==> src/rtl/fixed_byte_substring_detect_top_assert.svh <==
// Assertion macros for the substring detector RTL.
`ifndef FIXED_BYTE_SUBSTRING_DETECT_TOP_ASSERT_SVH
`define FIXED_BYTE_SUBSTRING_DETECT_TOP_ASSERT_SVH

// The condition must hold at every clock edge outside reset.
`define FBSD_ASSERT_ALWAYS(lbl, cond) \
    lbl: assert property (@(posedge aclk) disable iff (!aresetn) (cond)) \
        else $error("fbsd: invariant violated");

// The consequent must hold in the cycle after the antecedent.
`define FBSD_ASSERT_NEXT(lbl, ante, cons) \
    lbl: assert property (@(posedge aclk) disable iff (!aresetn) (ante) |=> (cons)) \
        else $error("fbsd: next-cycle check failed");

`endif

==> src/rtl/fbsd_pkg.sv <==
// Shared types and constants for the fixed byte substring detector.
package fbsd_pkg;

    localparam int MAX_PATTERN = 32;

    typedef enum logic [1:0] {
        KIND_PATTERN = 2'd0,
        KIND_TEXT    = 2'd1,
        KIND_EMPTY   = 2'd2,
        KIND_MISSING = 2'd3
    } fbsd_kind_t;

    typedef enum logic [1:0] {
        VERDICT_NOT_FOUND = 2'd0,
        VERDICT_FOUND     = 2'd1,
        VERDICT_MISSING   = 2'd2,
        VERDICT_TOO_LONG  = 2'd3
    } fbsd_verdict_t;

    // Per-cycle control broadcast to every cell of the chain.
    typedef struct packed {
        logic pat_shift;
        logic txt_shift;
        logic clear;
    } fbsd_ctl_t;

endpackage

==> src/rtl/fbsd_cell.sv <==
// One cell of the detector chain: a pattern byte, a text byte and their valid bits.
module fbsd_cell (
    input  logic              aclk,
    input  logic              aresetn,
    input  fbsd_pkg::fbsd_ctl_t ctl,
    input  logic [7:0]        pat_in,
    input  logic              pv_in,
    input  logic [7:0]        txt_in,
    input  logic              wv_in,
    output logic [7:0]        pat_out,
    output logic              pv_out,
    output logic [7:0]        txt_out,
    output logic              wv_out,
    output logic              hit
);
    import fbsd_pkg::*;

    logic [7:0] pat_reg;
    logic [7:0] txt_reg;
    logic       pv_reg;
    logic       wv_reg;

    always_ff @(posedge aclk) begin
        if (!aresetn) begin
            pv_reg <= 1'b0;
            wv_reg <= 1'b0;
        end else if (ctl.clear) begin
            pv_reg <= 1'b0;
            wv_reg <= 1'b0;
        end else begin
            if (ctl.pat_shift) begin
                pv_reg <= pv_in;
            end
            if (ctl.txt_shift) begin
                wv_reg <= wv_in;
            end
        end
    end

    always_ff @(posedge aclk) begin
        if (ctl.pat_shift) begin
            pat_reg <= pat_in;
        end
        if (ctl.txt_shift) begin
            txt_reg <= txt_in;
        end
    end

    // Compare against the byte that shifts in this cycle, so the result
    // reflects the window after the shift.
    assign hit     = !pv_reg || (wv_in && (pat_reg == txt_in));
    assign pat_out = pat_reg;
    assign pv_out  = pv_reg;
    assign txt_out = txt_reg;
    assign wv_out  = wv_reg;

endmodule

==> src/rtl/fixed_byte_substring_detect_top.sv <==
// Top level of the fixed byte substring detector.
//
//  Channel  Direction  Signals                     Contents
//  s_       in         tvalid tready tdata tuser   tdata: data; tuser: kind; tlast: last
//            tlast
//  m_       out        tvalid tready tdata         tdata: verdict, zero-filled to a byte
//
// The block accepts one word per cycle while s_tready is high; the window compare
// over all cells completes in the cycle the byte is accepted, so there is no iteration.
// A verdict is written to the output register at the edge that accepts the
// record-ending word and is offered on m_tvalid from the next cycle on.
// A new word is still taken while that verdict waits, as long as m_tready is high.
// Reset is synchronous and active low and empties the pattern and the window.
// If the output register is full and m_tready is low, s_tready drops.
`include "fixed_byte_substring_detect_top_assert.svh"

module fixed_byte_substring_detect_top (
    input  logic       aclk,
    input  logic       aresetn,
    input  logic       s_tvalid,
    output logic       s_tready,
    input  logic [7:0] s_tdata,   // [7:0] data
    input  logic [1:0] s_tuser,   // [1:0] kind
    input  logic       s_tlast,
    output logic       m_tvalid,
    input  logic       m_tready,
    output logic [7:0] m_tdata    // [1:0] verdict, [7:2] zero
);
    import fbsd_pkg::*;

    // Chain signals; element i is the output of cell i, and cell i takes
    // the output of cell i-1 (cell 0 takes the input word).
    logic [7:0]             pat_chain [MAX_PATTERN];
    logic [7:0]             txt_chain [MAX_PATTERN];
    logic [MAX_PATTERN-1:0] pv;
    logic [MAX_PATTERN-1:0] wv;
    logic [MAX_PATTERN-1:0] hit;

    fbsd_ctl_t     ctl;
    fbsd_kind_t    kind;
    fbsd_verdict_t verdict;

    logic          accept;
    logic          pat_ok;
    logic          full;
    logic          end_item;
    logic          match;
    logic          found_next;

    logic          done_reg;
    logic          overflow_reg;
    logic          found_reg;
    logic          m_tvalid_reg;
    fbsd_verdict_t verdict_reg;

    assign s_tready = !m_tvalid_reg || m_tready;
    assign accept   = s_tvalid && s_tready;
    assign kind     = fbsd_kind_t'(s_tuser);

    // The pattern is full once the valid bit reaches the final cell.
    assign full   = pv[MAX_PATTERN-1];
    // Pattern words after the end of the pattern are dropped silently.
    assign pat_ok = accept && (kind == KIND_PATTERN) && !done_reg;

    assign ctl.pat_shift = pat_ok && !full;
    assign ctl.txt_shift = accept && (kind == KIND_TEXT);
    assign end_item      = accept && (((kind == KIND_TEXT) && s_tlast)
                                      || (kind == KIND_EMPTY)
                                      || (kind == KIND_MISSING));
    assign ctl.clear     = end_item;

    genvar gi;
    generate
        for (gi = 0; gi < MAX_PATTERN; gi++) begin : g_cell
            if (gi == 0) begin : g_head
                fbsd_cell u_cell (
                    .aclk    (aclk),
                    .aresetn (aresetn),
                    .ctl     (ctl),
                    .pat_in  (s_tdata),
                    .pv_in   (1'b1),
                    .txt_in  (s_tdata),
                    .wv_in   (1'b1),
                    .pat_out (pat_chain[gi]),
                    .pv_out  (pv[gi]),
                    .txt_out (txt_chain[gi]),
                    .wv_out  (wv[gi]),
                    .hit     (hit[gi])
                );
            end else begin : g_body
                fbsd_cell u_cell (
                    .aclk    (aclk),
                    .aresetn (aresetn),
                    .ctl     (ctl),
                    .pat_in  (pat_chain[gi-1]),
                    .pv_in   (pv[gi-1]),
                    .txt_in  (txt_chain[gi-1]),
                    .wv_in   (wv[gi-1]),
                    .pat_out (pat_chain[gi]),
                    .pv_out  (pv[gi]),
                    .txt_out (txt_chain[gi]),
                    .wv_out  (wv[gi]),
                    .hit     (hit[gi])
                );
            end
        end
    endgenerate

    // Cells hold the pattern newest-first, exactly aligned with the text
    // window, so a match is every loaded cell agreeing with its text byte.
    // A cell whose text byte is not yet valid fails, which covers texts
    // shorter than the pattern.
    assign match      = pv[0] && !overflow_reg && (&hit);
    assign found_next = found_reg || (ctl.txt_shift && match);

    always_comb begin
        if (kind == KIND_MISSING) begin
            verdict = VERDICT_MISSING;
        end else if (overflow_reg) begin
            verdict = VERDICT_TOO_LONG;
        end else if (!pv[0]) begin
            verdict = VERDICT_MISSING;
        end else if (found_next) begin
            verdict = VERDICT_FOUND;
        end else begin
            verdict = VERDICT_NOT_FOUND;
        end
    end

    // Record state. A record-ending word clears everything for the next one.
    always_ff @(posedge aclk) begin
        if (!aresetn) begin
            done_reg     <= 1'b0;
            overflow_reg <= 1'b0;
            found_reg    <= 1'b0;
        end else if (ctl.clear) begin
            done_reg     <= 1'b0;
            overflow_reg <= 1'b0;
            found_reg    <= 1'b0;
        end else begin
            // A text byte also ends pattern loading, even without tlast.
            if ((pat_ok && s_tlast) || ctl.txt_shift) begin
                done_reg <= 1'b1;
            end
            if (pat_ok && full) begin
                overflow_reg <= 1'b1;
            end
            found_reg <= found_next;
        end
    end

    // Output register: holds one verdict until the sink takes it.
    always_ff @(posedge aclk) begin
        if (!aresetn) begin
            m_tvalid_reg <= 1'b0;
        end else if (end_item) begin
            m_tvalid_reg <= 1'b1;
        end else if (m_tready) begin
            m_tvalid_reg <= 1'b0;
        end
    end

    always_ff @(posedge aclk) begin
        if (end_item) begin
            verdict_reg <= verdict;
        end
    end

    assign m_tvalid = m_tvalid_reg;
    assign m_tdata  = {6'b000000, verdict_reg};

    // The loaded pattern and the valid text always form a prefix of the chain.
    `FBSD_ASSERT_ALWAYS(a_pv_prefix, pv[0] || (pv == '0))
    `FBSD_ASSERT_ALWAYS(a_wv_prefix, wv[0] || (wv == '0))
    // Overflow only happens with a full pattern store.
    `FBSD_ASSERT_ALWAYS(a_ovf_full, !overflow_reg || full)
    // A match cannot be recorded without a loaded pattern.
    `FBSD_ASSERT_ALWAYS(a_found_pat, !found_reg || pv[0])
    // A record-ending word leaves a clean record state and a pending verdict.
    `FBSD_ASSERT_NEXT(a_end_clear, end_item,
        (pv == '0) && (wv == '0) && !done_reg && !overflow_reg && !found_reg && m_tvalid_reg)

endmodule

==> config.mk <==
export PLATFORM = sky130hd
export DESIGN_NAME = fixed_byte_substring_detect_top
export DESIGN_NICKNAME = d
export VERILOG_FILES = /design/src/rtl/fbsd_pkg.sv /design/src/rtl/fbsd_cell.sv /design/src/rtl/fixed_byte_substring_detect_top.sv
export VERILOG_INCLUDE_DIRS = /design/src /design/src/rtl
export SDC_FILE = /design/constraint.sdc
export NUM_CORES = 1
export LEC_CHECK = 0
export ABC_CLOCK_PERIOD_IN_PS = 8000
export BUFFER_PORTS_ARGS = -buffer_cell sky130_fd_sc_hd__buf_2
export CAP_MARGIN = 20
export CORE_MARGIN = 4
export CORE_UTILIZATION = 50
export DETAILED_ROUTE_END_ITERATION = 8
export GPL_TIMING_DRIVEN = 0
export PLACE_DENSITY = 0.73
export SLEW_MARGIN = 40
export SYNTH_ARGS = -nofsm -noshare
export SYNTH_HDL_FRONTEND = slang
export SYNTH_SLANG_ARGS = --single-unit
==> constraint.sdc <==
create_clock -name aclk -period 8 [get_ports aclk]
set_input_delay 0.4 -clock aclk [delete_from_list [all_inputs] [get_ports aclk]]
set_output_delay 0.4 -clock aclk [all_outputs]
set_load 0.01 [all_outputs]
Word-level counts from Yosys, hierarchy flattened

Cells that the tools add are included.

Magnitude comparators: 0
Shifts and indexed selects: 0
Div/mod/pow operators: 0
Bitwise gates (word level): 2
Equality and inequality tests: 35
Reductions and logical operators: 120
Multiplexer cells: 5
Add/sub/neg operators: 0
Multipliers: 0

Operators with widths:

| cell                                                            | number |
|---|---|
| 8-bit == test                                                   | 32 |
| 1-bit logical AND                                               | 43 |
| 1-bit logical OR                                                | 37 |
| 1-bit logical NOT                                               | 35 |
| 32-bit AND reduction                                            | 1 |
| 1-bit two-way mux                                               | 5 |
| 2-bit == test, second input constant                            | 2 |
| 3-bit OR reduction                                              | 1 |
| 2-bit by 1-bit == test with 1-bit output, second input constant | 1 |
| 2-bit logical NOT                                               | 1 |
| 1-bit inverter                                                  | 2 |
| 2-bit nonzero test                                              | 1 |
| 2-bit OR reduction                                              | 1 |

RAM bits: 0
Output and inout bits: 10
Word-level logic and storage cells: 294
Latch bits: 0
Memory bits (read-only): 0
Input port bits: 15
Register bits: 573
Memories kept: 0

Depth between registers and ports, before layout

Gate-level depths: netlist of the first run.

Depth in word-level cells: 10
Mapped depth: 8
Depth with buffers taken out: 7

By module

From an unflattened synthesis of the first run, not the netlist that was laid out.

Cells, all modules: 1,171
Area total of the unflattened synthesis: 21,277.9 um2

By module, submodules not included:

| module                          | cells an instance | instances | area an instance (um2) | sequential area each (um2) |
|---|---|---|---|---|
| fbsd_cell                       | 35                | 32        | 651.9                  | 520.5 |
| fixed_byte_substring_detect_top | 51                | 1         | 417.9                  | 140.1 |

Least setup slack after synthesis of the first run

OpenSTA, ideal clock, no wires.

Kind: input to register
Start point: input port m_tready
End point: register g_cell[0].g_head.u_cell.txt_reg[0] (enable)
Data arrival time: 7.730 ns
Library setup time: 0.711 ns
Slack: -0.441 ns
Cell stages on the path: 4
Buffers on the path: 1
Data required time: 7.289 ns
Path through: nand2b_2 nand4b_2 inv_2 clkbuf_1

RTL lines:

| what                 | line                                  | source |
|---|---|---|
| start, declared      | fixed_byte_substring_detect_top.sv:26 | `input logic m_tready,` |
| end signal, assigned | fbsd_cell.sv:45                       | `txt_reg <= txt_in;` |
| end, declared        | fbsd_cell.sv:19                       | `logic [7:0] txt_reg;` |

==> flow_summary.toml, run 1 <==
[sta]
slew_headroom = 0.576
setup_tns_ns = 0
finClkSkew_ns = 0.0241
clock.fmax_ghz = 0.394
rsz0062_at_grt = "no"
fin_crit_sh = 0.317
drv_slew = 0
worst_pin_slew_ns = 0.631
finalSetupViolations = 0
hold_viol_final = 0
period_needed_ns = 2.54

[power_and_ir_drop]
ir_drop_uv = 218
switching_share = 0.196
pwr-share-clk = 0.409
p_int_mw = 4.79
p_leak_nw = 7.08
seqPwrFrac = 0.564
p_per_area_mw_per_mm2 = 256
netSwitchingPower_mw = 1.17
pwr-share-comb = 0.027

[place]
gp_congestion = 0.816
io_buffers = 18
place_hpwl_um = 23600

[cts]
cts_buffer_depth = 3
insertion_delay_ns = 0.58
cts_tree = "done"
cts_resized = 0
numCtsBuffers = 54
postCtsSetupRepairBufs = 0
clkTransAtPathRegs_ns = 0.06
clock-root-buffer = "clkbuf_16"
h-tree-depth = 2
cts_hold_buf = 0
clock_sinks = 573

[yosys]
synth_xor_area_frac = 0.109
ys_warn_count = 0
synth-async-reset-ratio = 0
synth_most_common_cell = "edfxtp_1"
ys_seq_elements = 573
syn-mean-instance-area_um2 = 17.1
yosysTopAreaCellShare = 0.737
synth_top_area_cell = "edfxtp_1"
synth_fa_ha_area_frac = 0
yosysSeqAreaShare = 0.802
synthTopCellsByCount = "edfxtp_1 (506), xnor2_1 (256), nand2_1 (157)"
synth_top_family_by_area = "XOR/XNOR gates"
yosys.cell_types.count = 25
syn_area_mm2 = 0.0206
synth_edf_count = 506
synthCells = 1206
synthSimpleGateAreaFrac = 0.0541
ys.flop_type = "edfxtp_1"
synth-compound-area-share = 0.0277
muxShareOfSynthArea = 0
ys_top_cells_by_area = "edfxtp_1 (74%), xnor2_1 (11%), dfxtp_1 (6.5%)"

[cells_and_area]
final.fill_count = 2957
fin_util = 0.571
syn2layout_area_growth_pct = 13.2
nNetsFinal = 1309
drive_above_1_share = 0.0899
largest_reg_flops = 248

[route]
routed_wl_um = 36000
post-route-drc-count = 0
drt_iter0_markers = 873
dr.pass1.iters = 7
num_vias = 9889
vias_per_cell = 5.29
ant_nets = 0
post_drt_wl_per_cell_um = 19.3

[floorplanning]
die_y_um = 211
start_util = 0.505
pin_count = 25
dieArea_mm2 = 0.0445
core_mm2 = 0.0408
num_rows = 74
die_w_um = 211

[critical_path]
cp.required_ns = 8.23
critPathArrivalTime_ns = 2.77
critPathKind = "reg -> reg"
critPathMaxFanout = 64
start_kind = "flop"
critPathCaptureType = "flop"

[global_route]
antenna_found_initial = 1
grt_max_degree = 65
track_usage = 0.161
overflow = 0
grt_pass1_wl_um = 55300
grt_pass1_vias = 10100

[run_status]
outcome = "completed"

[flow_run]
drv_cap = 0

[worst_hold_path]
holdCritPathClass = "in -> reg"
routing by layer:
metal / vias to the layer above / share of wire / track usage
li1: 4595 / - / -
met1: 4959 / 0.41 / 0.214
met2: 268 / 0.51 / 0.271
met3: 65 / 0.060 / 0.0364
met4: 2 / 0.021 / 0.0445
met5: - / 0.00019 / 0
worst paths after layout:
| kind | from | to | depth (start not counted) | slack (ns) |
|---|---|---|---|---|
| max | m_tvalid | g_cell[24].g_body.u_cell.pat_out[7] | 8 | 5.46 |
| min | s_tdata[6] | g_cell[0].g_head.u_cell.pat_out[6] | 1 | 0.04 |
| max reg2reg | m_tvalid | g_cell[24].g_body.u_cell.pat_out[7] | 8 | 5.46 |
| min reg2reg | found_reg | found_reg | 2 | 0.45 |
power groups by stage:
stage	logic (mW)	registers, mW	clock network (mW)
floorplan	0.102	3.42	0
global placement	0.146	3.44	0
detailed placement	0.159	3.43	0
CTS	0.160	3.36	2.50
global route	0.172	3.37	2.63
finish	0.158	3.36	2.44
layout by cell type (no fill, tap or decap), types with 2 or more instances in the layout:
master,count
edfxtp_1,506
nand2_1,157
clkbuf_16,55
conb_1,6
inv_2,2
o31ai_1,31
nor4_1,3
xnor2_1,256
nand4_1,40
buf_12,2
a21oi_1,65
bufinv_16,5
buf_16,7
buf_4,6
nor2_1,11
nand3_1,32
clkbuf_1,19
clkinv_1,13
buf_2,25
buf_1,2
inv_1,2
dfxtp_1,67
clkinv_2,11
logic make-up (layout without fill, tap and decap cells):
family	Yosys count	count (layout)
compound gates	98	98
xor+xnor	256	256
buf+inv	29	153
flops	573	573
other cells	1	7
simple gates	249	249
layout make-up:
cell class | count | area, um^2 | share of cell area
inverter | 4 | 15.0 | 0.000643
tap | 532 | 666 | 0.0285
sequential | 573 | 16500 | 0.709
clock inverter | 31 | 279 | 0.0120
multi-input combinational | 609 | 3950 | 0.169
antenna | 1 | 2.50 | 0.000107
buffer | 25 | 146 | 0.00627
timing repair buffer | 27 | 323 | 0.0138
clock buffer | 66 | 1420 | 0.0608
worst max-delay path, stage by stage, from the launching register on:
cell	delay (ns)
dfxtp_1	0.31
nand2b_2	0.11
nand2_1	0.10
nor4_2	0.27
nand2b_1	0.24
inv_2	0.16
buf_8	0.32
buf_16	0.30
buf_16	0.33
per-stage QoR:
stage               worst slack (ns)  cells  hold WS [ns]  cell area (um^2)  total power [mW]
finish                          5.46   1868        0.0371             23300              5.96
global route                    5.28   1867        0.0164             23300              6.17
CTS                             5.43   1867        0.0119             23300              6.02
detailed placement              5.23   1770         0.443             21600              3.59
global placement                1.46   1761         0.433             21400              3.59
floorplan                       3.37   1211         0.425             20600              3.53
No activity file was read; power rests on OpenSTA's default activity.
==> run 2, diff against run 1 <==
- ABC_CLOCK_PERIOD_IN_PS: 8000 -> 2590
- PLACE_DENSITY: 0.73 -> 0.71
- clock period: 8 -> 2.59 ns (I/O delays scaled with it)
==> run 2 against run 1 <==
Effect of this change:
- non-clock buffer count rose by 16
- first-iteration DRC count increased by 7.1%
- worst hold slack better by 0.026 ns
- clock skew increased by 0.0060 ns
- combinational power rose to 3.3 times the previous value
- sequential share of layout area shrank 0.64 points
- total power increased to 3.1 times the previous value
- routed wire length rose by 2.0%
- count of clock-buffer cells in the layout increased by 6
- setup slack lost 5.4 ns
- largest power group unchanged
==> flow_summary.toml, run 2 (synthesis gave the netlist of run 1 again) <==
[critical_path]
start_kind = "flop"
cp.required_ns = 3.01
critPathKind = "reg -> reg"
timing.reg2reg.worst_path_depth = 7
critPathMaxFanout = 2
critPathArrivalTime_ns = 2.92
critPathCaptureType = "flop"

[cts]
cts_tree = "done"
clock-root-buffer = "clkbuf_16"
insertion_delay_ns = 0.59
clock_sinks = 573
numCtsBuffers = 53
h-tree-depth = 2
clkTransAtPathRegs_ns = 0.06
cts_buffer_depth = 3

[floorplanning]
num_rows = 74
start_util = 0.505
dieArea_mm2 = 0.0445
die_w_um = 211
pin_count = 25
core_mm2 = 0.0408
die_y_um = 211

[place]
gp_congestion = 0.815
dpl_cell_area_mm2 = 0.0216
dp_cells = 1767
place_ws_ns = 0.0225
io_buffers = 18
place_hpwl_um = 23200

[cells_and_area]
final_common_cell = "edfxtp_1"
antennaDiodeCount = 0
final-instance-count-excl-fill = 1885
layout_common_cells = "edfxtp_1 (506), xnor2_1 (256), nand2_1 (157)"
fin_area_mm2 = 0.0235
drive_above_1_share = 0.0924
syn2layout_area_growth_pct = 14.3
largest_reg_flops = 248
nNetsFinal = 1324

[sta]
finalSetupViolations = 0
worst_pin_slew_ns = 0.669
rsz0062_at_grt = "no"
fin_crit_sh = 0.966
slew_headroom = 0.550
clock.fmax_ghz = 0.400
hold_viol_final = 0
drv_slew = 0
finClkSkew_ns = 0.0301
period_needed_ns = 2.50
setup_slack_ns = 0.0892

[run_status]
outcome = "completed"

[route]
vias_per_cell = 5.28
ant_nets = 0
drt_iter0_markers = 935
post-route-drc-count = 0
num_vias = 9955
dr.pass1.iters = 6
post_drt_wl_per_cell_um = 19.5
routed_wl_um = 36700

[worst_hold_path]
hold_depth = 5
holdCritPathClass = "in -> reg"

[power_and_ir_drop]
power_mw = 18.5
p_leak_nw = 7.16
p_per_area_mw_per_mm2 = 787
ir_drop_uv = 541

[global_route]
track_usage = 0.161
grt_pass1_wl_um = 55500
grt_max_degree = 90
grt_pass1_vias = 9987
overflow = 0
antenna_found_initial = 0

[flow_run]
drv_cap = 0
run 2: cell types whose count changed in the layout (fill, tap and decap cells not counted), moves of 3 or more:
cell	before	now
clkbuf_16	55	58
clkinvlp_4	0	5
clkinv_2	11	8
clkbuf_8	1	6
clkinv_1	13	9
dlygate4sd3_1	0	16
run 2: where the power goes:
group	switching, mW	total [mW]	internal, mW	leakage (nW)
combinational	0.310	0.514	0.205	1.15
sequential	0.142	10.4	10.2	5.17
clock	3.22	7.62	4.40	0.832
total	3.67	18.5	14.9	7.16
run 2: stage by stage:
stage | util | hold WS (ns) | TNS [ns]
finish | 0.577 | 0.0634 | 0
floorplan | - | 0.228 | 0
CTS | 0.575 | 0.0375 | 0
detailed placement | 0.528 | 0.347 | 0
global placement | 0.524 | 0.343 | -223.71
global route | 0.577 | 0.0981 | 0
run 2: worst paths after layout:
| check | startpoint | end | slack, ns |
|---|---|---|---|
| worst max-delay path | g_cell[1].g_body.u_cell.pat_out[7] | verdict_reg[0] | 0.09 |
| worst min-delay path | s_tvalid | overflow_reg | 0.06 |
| worst max register to register | g_cell[1].g_body.u_cell.pat_out[7] | verdict_reg[0] | 0.09 |
| worst min register to register | g_cell[23].g_body.u_cell.pat_out[2] | g_cell[24].g_body.u_cell.pat_out[2] | 0.45 |
run 2: area by class of cell:
type                       instances  area (um^2)
clock buffer                      72         1480
multi-input combinational        609         3950
clock inverter                    27          248
fill                            2941        17300
buffer                            25          163
sequential                       573        16500
inverter                           4         15.0
timing repair buffer              43          490
tap                              532          666
run 2: per-layer routing:
layer,vias up,wire length [um],part of all wire,global-route usage
met2,286,18700,0.51,0.271
li1,4631,-,-,-
met3,49,2200,0.060,0.0315
met4,0,733,0.020,0.0467
met5,-,0,0,0
met1,4989,15100,0.41,0.218
run 2: critical path: stages, from the launching register on:
cell and delay, ns:
edfxtp_1 0.42, xnor2_1 0.37, nand2_1 0.09, o31ai_1 0.61, nand4_1 0.18, nor4_1 0.32
nand2_1 0.19, a21oi_1 0.17
run 2: what timing repair did:
action / 4_1_cts / 5_1_grt
hold buffers: 16 / 0
setup endpoints to repair: 0 / 126
resized for setup: 0 / 1
hold endpoints to repair: 22 / 0
setup buffers: 0 / 0
==> run 3, diff against run 2 <==
- ABC_CLOCK_PERIOD_IN_PS: 2590 -> 3200
- CORE_ASPECT_RATIO: not set -> 1.75
- CTS_CLUSTER_DIAMETER: not set -> 40
- clock period: 2.59 -> 3.2 ns (I/O delays scaled with it)
==> run 3 against run 2 <==
Effect of this change:
- count of clock-buffer cells in the layout shrank 13
- combinational power shrank 22%
- register-to-register slack gained 0.34 ns
- non-clock buffer count shrank 4
- fmax shrank 9.8%
- critical path type unchanged
==> flow_summary.toml, run 3 (synthesis gave the netlist of run 1 again) <==
[run_status]
outcome = "completed"

[power_and_ir_drop]
ir_drop_uv = 560
p_per_area_mw_per_mm2 = 632
p_leak_nw = 7.09
power_mw = 14.8

[sta]
period_needed_ns = 2.77
slew_headroom = 0.533
whs_ns = 0.0820
finClkSkew_ns = 0.0226
hold_viol_final = 0
clock.fmax_ghz = 0.361
rsz0062_at_grt = "no"
fin_crit_sh = 0.866
worst_pin_slew_ns = 0.694
setup_slack_ns = 0.428
finalSetupViolations = 0
drv_slew = 0

[critical_path]
timing.reg2reg.worst_path_depth = 8
critPathCaptureType = "flop"
cp.required_ns = 3.45
critPathKind = "reg -> reg"
start_kind = "flop"
critPathArrivalTime_ns = 3.02
critPathMaxFanout = 74

[cts]
clock-root-buffer = "clkbuf_16"
cts_resized = 0
numCtsBuffers = 51
cts_tree = "done"
clock_sinks = 573
clkTransAtPathRegs_ns = 0.07
h-tree-depth = 2
insertion_delay_ns = 0.59
cts_buffer_depth = 3

[global_route]
track_usage = 0.170
grt_max_degree = 106
antenna_found_initial = 0
grt_pass1_wl_um = 58000
overflow = 0
grt_pass1_vias = 10400

[route]
num_vias = 9900
dr.pass1.iters = 5
vias_per_cell = 5.22
routed_wl_um = 37900
post_drt_wl_per_cell_um = 20.0
ant_nets = 0
post-route-drc-count = 0
drt_iter0_markers = 720

[worst_hold_path]
holdCritPathClass = "in -> reg"
hold_depth = 5

[cells_and_area]
largest_reg_flops = 248
fin_area_mm2 = 0.0234
syn2layout_area_growth_pct = 13.5
fin_util = 0.573
layout_common_cells = "edfxtp_1 (506), xnor2_1 (256), nand2_1 (157)"
antennaDiodeCount = 0
nNetsFinal = 1318
drive_above_1_share = 0.0899
final_common_cell = "edfxtp_1"

[floorplanning]
pin_count = 25
die_y_um = 277
num_rows = 98
core_mm2 = 0.0408
die_w_um = 161
start_util = 0.505
dieArea_mm2 = 0.0447

[place]
gp_congestion = 0.811
io_buffers = 18
place_hpwl_um = 25600
place_ws_ns = 0.358
dpl_cell_area_mm2 = 0.0216

[flow_run]
drv_cap = 0
-- run 3: cell types whose count changed in the layout (fill, tap and decap cells not counted), moves of 2 or more --
cell and change:
clkbuf_1 -7, clkbuf_16 -6, clkinv_1 +4, inv_6 +4
clkbuf_8 -3, clkinv_2 +2, clkinvlp_4 -2
-- run 3: cell type report --
cell class | instances | area [um^2]
fill | 2996 | 17400
sequential | 573 | 16500
multi-input combinational | 609 | 3950
clock buffer | 59 | 1340
tap | 550 | 688
timing repair buffer | 39 | 388
clock inverter | 37 | 325
buffer | 25 | 158
inverter | 4 | 15.0
-- run 3: worst paths after layout --
path,end,slack [ns],start
worst min register to register,g_cell[30].g_body.u_cell.wv_out,0.46,g_cell[30].g_body.u_cell.wv_out
worst max register to register,g_cell[0].g_head.u_cell.pat_out[0],0.43,m_tvalid
worst max-delay path,g_cell[0].g_head.u_cell.pat_out[0],0.43,m_tvalid
worst min-delay path,overflow_reg,0.08,s_tvalid
-- run 3: critical path: stages, from the launching register on --
cell and delay (ns):
dfxtp_1 0.32, nand2b_2 0.10, nand2_1 0.10, nor4_2 0.28, nand2b_1 0.25, inv_2 0.16
buf_8 0.45, buf_16 0.33, buf_16 0.35
-- run 3: power by group --
part | internal [mW] | switching (mW)
Sequential | 8.29 | 0.119
Combinational | 0.155 | 0.245
Clock | 3.29 | 2.69
Total | 11.7 | 3.05
-- run 3: metrics by stage --
step                setup TNS [ns]  instances
finish                           0       1896
global route                     0       1896
CTS                              0       1896
detailed placement               0       1784
global placement           -509.39       1779
floorplan                        0       1211
-- run 3: routing by layer --
layer / track usage / share of wire / vias to the layer above
met5: 0 / 0 / -
met4: 0.0722 / 0.040 / 0
met3: 0.0252 / 0.039 / 87
met2: 0.326 / 0.57 / 217
met1: 0.184 / 0.35 / 4980
li1: - / - / 4616
-- run 3: timing repair --
item                      CTS  global route
hold endpoints to repair   21             0
hold buffers               16             0
buffers inserted            0             0
